### src/rtl/rqr_pkg.sv
// Shared types and constants for the relative quaternion to rotation block.
// No dependencies.
package rqr_pkg;
  typedef struct packed {
    logic signed [15:0] w;
    logic signed [15:0] x;
    logic signed [15:0] y;
    logic signed [15:0] z;
  } quat_t;

  typedef struct packed {
    quat_t cur;
    quat_t rf;
    logic  held;
  } job_t;

  localparam logic [1:0] REG_W = 2'd0;
  localparam logic [1:0] REG_X = 2'd1;
  localparam logic [1:0] REG_Y = 2'd2;
  localparam logic [1:0] REG_Z = 2'd3;
endpackage

### src/rtl/rqr_front.sv
// Front part: accepts a sample, snapshots the reference and tags the held case.
// Two-entry job queue toward the back part. Depends on rqr_pkg.
module rqr_front (
  input  logic           clk,
  input  logic           rst,
  input  logic           push,
  output logic           full,
  input  rqr_pkg::quat_t cur,
  input  rqr_pkg::quat_t rf,
  output logic           job_valid,
  input  logic           job_take,
  output rqr_pkg::job_t  job
);
  rqr_pkg::job_t q [2];
  logic          rd_ptr;
  logic          wr_ptr;
  logic [1:0]    count;
  logic          do_push;
  logic          do_pop;
  rqr_pkg::job_t in_job;

  assign full      = (count == 2'd2);
  assign job_valid = (count != 2'd0);
  assign do_push   = push && !full;
  assign do_pop    = job_take && job_valid;
  assign job       = q[rd_ptr];

  always_comb begin
    in_job.cur  = cur;
    in_job.rf   = rf;
    in_job.held = (rf.w == 16'sd0);
  end

  always_ff @(posedge clk) begin
    if (do_push) begin
      q[wr_ptr] <= in_job;
    end
    if (rst) begin
      rd_ptr <= 1'b0;
      wr_ptr <= 1'b0;
      count  <= 2'd0;
    end else begin
      if (do_push) wr_ptr <= ~wr_ptr;
      if (do_pop) rd_ptr <= ~rd_ptr;
      count <= count + {1'b0, do_push} - {1'b0, do_pop};
    end
  end
endmodule

### config.mk
export PLATFORM = sky130hd
export DESIGN_NAME = rqr_front
export DESIGN_NICKNAME = d
export VERILOG_FILES = /design/src/rtl/rqr_pkg.sv /design/src/rtl/rqr_front.sv
export SDC_FILE = /design/constraint.sdc
export NUM_CORES = 1
export LEC_CHECK = 0
export BUFFER_PORTS_ARGS = -buffer_cell sky130_fd_sc_hd__buf_2
export CAP_MARGIN = 20
export CORE_ASPECT_RATIO = 0.8
export CORE_MARGIN = 3
export CORE_UTILIZATION = 47
export DETAILED_ROUTE_END_ITERATION = 6
export HOLD_SLACK_MARGIN = 0.03
export PLACE_DENSITY_LB_ADDON = 0.3
export SETUP_SLACK_MARGIN = 0.2
export SYNTH_ARGS = -nofsm -noshare
export SYNTH_HDL_FRONTEND = slang
export SYNTH_SLANG_ARGS = --single-unit
### constraint.sdc
create_clock -name clk -period 4.1 [get_ports clk]
set_input_delay 0.615 -clock clk [delete_from_list [all_inputs] [get_ports clk]]
set_output_delay 0.615 -clock clk [all_outputs]
set_load 0.02 [all_outputs]
==> summary.txt <==
Global routing
  – Gr usage total: 16.3%
  – Largest net degree at the start of global routing: 117
  – Antenna violations before repair: 1
  – Vias in the first global route: 5359
  – First-pass GRT wire length: 28900 um
  – Grt ovf: 0

STA
  – Slew Viols, Final: 0
  – Least-Margin Pin Slew: 0.694 ns
  – Max_slew headroom: 53.7%
  – Clock skew: 0.0140 ns
  – RSZ-0062 raised after global routing: false
  – Fmax: 364 MHz
  – Endpoints failing hold: 0
  – WHS: 0.290 ns
  – Final setup violating endpoints: 0
  – Period utilization: 67.0%
  – Min Tclk post-route: 2.75 ns
  – Setup_tns: 0 ns

Clock network
  – Worst-path clk slew: 0.06 ns
  – Buffer count from post-CTS setup fixing: 0
  – Post_cts resized: 0
  – Clock Latency Late Sink: 0.51 ns
  – Htree depth: 1
  – Clock Tree Root: clkbuf_16
  – CTS max path bufs: 3
  – # hold bufs at CTS: 0
  – CTS tree: built
  – Num CTS Buffers: 26
  – Clock sink total: 263

Setup path
  – CP arrival: 2.13 ns
  – Crit start category: flop
  – Setup CP Type: flop to output port
  – Crit path cell chain: buf_4, mux2_2, buf_2
  – Slowest cell delay on critical path: 0.54 ns
  – Worst-path fanout max: 36
  – Worst Path Buf+Inv: 2
  – Worst-path cell with the longest stage delay: dfxtp_4
  – Worst Path Required: 3.48 ns
  – Worst path top cell family by delay: buffers and inverters
  – Crit end category: output port

Synth
  – Syn Inst Count: 432
  – Area fraction of the dominant cell type after synthesis: 80.6%
  – Library cells used by synthesis: 23
  – Top cells by area, synth: edfxtp_1 (81%), mux2_2 (15%), buf_6 (1.4%), dfxtp_1 (1.0%), ha_1 (0.26%)
  – Syn. warnings: 0
  – Mapped cell area: 0.00962 mm2
  – Seq/Total Area, Yosys: 81.6%
  – Syn_area_per_cell: 22.3 um2
  – Syn_nets: 566
  – Register bit total from synthesis: 263
  – Yosys top cell by area: edfxtp_1

Route
  – Vias: 4933
  – Post-Route WL: 18800 um
  – DRC errors left: 0
  – Mean routed wirelength per cell: 18.8 um
  – Initial DRC Count: 315
  – Routed Antenna Nets: 0
  – Vias/cell: 4.95
  – TritonRoute pass-1 iters: 4

Floorplan
  – Die area: 0.0222 mm2
  – Rows: 46
  – Core area: 0.0200 mm2
  – Die X: 166 um
  – I/O Pins: 263
  – Die height: 134 um
  – Initial core utilization: 48.1%

Power and ir drop
  – Leakage: 0.00448 uW
  – Power after layout: 7640 uW
  – Clock group share of total power: 30.1%
  – Internal Power: 5470 uW
  – Logic pwr share: 25.0%
  – Worst VDD drop: 0.000398 V
  – Seq pwr share: 45.0%
  – Pwr/cell area: 635 mW/mm2
  – Psw: 2170 uW
  – Sw Share: 28.4%

Final layout
  – Layout cell share with drive strength beyond 1: 59.6%
  – Final layout net count: 847
  – Fin cells: 996
  – Area added between synthesis and finish: 25.1%

Worst hold path
  – Hold Crit Class: primary input to flop

Outcome
  – Status: finished clean

Placement
  – GPL Wtd Cong: 0.792
  – Placed insts: 949
  – Post-detail-place hpwl: 12600 um
  – I/O Buffers: 262

Job
  – MaxCap Viol Count: 0
## metal layers
metal	wire length (um)	vias up	GRT usage (%)
met3	1450	40	4.83
met4	429	2	4.11
met5	13	-	0
met2	8740	220	26.3
li1	-	2278	-
met1	8130	2393	22.1
## final cells by class
class	instances	area, um2
Antenna cell	1	2.50
Sequential cell	263	7850
Timing Repair Buffer	267	1390
Clock buffer	32	694
Clock inverter	14	140
Multi-Input combinational cell	151	1610
Inverter	4	18.8
Fill cell	1459	7940
Tap cell	264	330
## layout by cell type, fill, tap and decap left out
master / instances
mux2_2: 129
and3_4: 1
buf_4: 2
and4_1: 1
clkbuf_16: 27
buf_12: 3
xnor2_1: 2
inv_1: 2
nand2_1: 1
clkinvlp_4: 1
inv_6: 1
o21ai_0: 1
nor2b_1: 1
edfxtp_1: 258
xor2_1: 1
nand2b_2: 1
a21oi_1: 1
diode_2: 1
clkinv_2: 3
clkinv_1: 7
o21a_1: 1
inv_2: 1
dfxtp_1: 4
dfxtp_4: 1
buf_2: 262
or3_1: 1
or2_2: 1
clkbuf_1: 5
nor2_1: 3
bufinv_16: 3
nor4_1: 4
ha_1: 2
## path summary, 6_finish.rpt
path	start	end	slack, ns	cells after the start
worst max-delay path	flop	job[117]	1.35	3
worst min-delay path	rf[10]	q[0][11]	0.29	1
worst max register to register	count[0]	q[0][26]	1.72	5
worst min register to register	wr_ptr	wr_ptr	0.52	2
## cell families (layout without fill, tap and decap cells)
logic type                 count (synthesis)  count (layout)  synth area share, %
muxes                                    129             129                 15.1
DFF                                      263             263                 81.6
adders and majority gates                  2               2                0.260
AOI/OAI and AO/OA                          3               3                0.182
and+or+nand+nor                           14              14                0.872
buffers and inverters                     18             317                 1.69
xor gates and xnor gates                   3               3                0.273
other                                      0               1                    0
## cells in the mapped netlist
master,number
inv_2,1
ha_1,2
nand2_1,1
nand2b_2,1
buf_2,1
or3_1,1
buf_6,12
and3_2,1
dfxtp_1,5
o21a_1,1
xor2_1,1
nor2_1,3
or2_2,1
and4_1,1
nor4_1,4
mux2_2,129
a21oi_1,1
xnor2_1,2
inv_1,3
o21ai_0,1
buf_4,1
nor2b_1,1
edfxtp_1,258
## metrics by stage
stage               setup slack, ns  util [%]  instance area (um2)
floorplan                     0.998         -                 9620
global placement               1.52      56.1                11200
detailed placement             1.45      56.1                11200
CTS                            1.30      60.2                12000
global route                   1.22      60.2                12000
finish                         1.35      60.2                12000
## power by group through the flow
stage               Clock [uW]  Combinational (uW)  Sequential, uW
finish                    2300                1910            3440
global route              2470                2030            3470
CTS                       2360                1940            3440
detailed placement           0                1930            3500
global placement             0                1900            3480
floorplan                    0                1370            3460
## flip-flops by register name, summed over array words and instances (netlist names), named ones only
signal	flops
rd_ptr	1
count	2
q	258
wr_ptr	1
(Power assumes the default switching activity.)
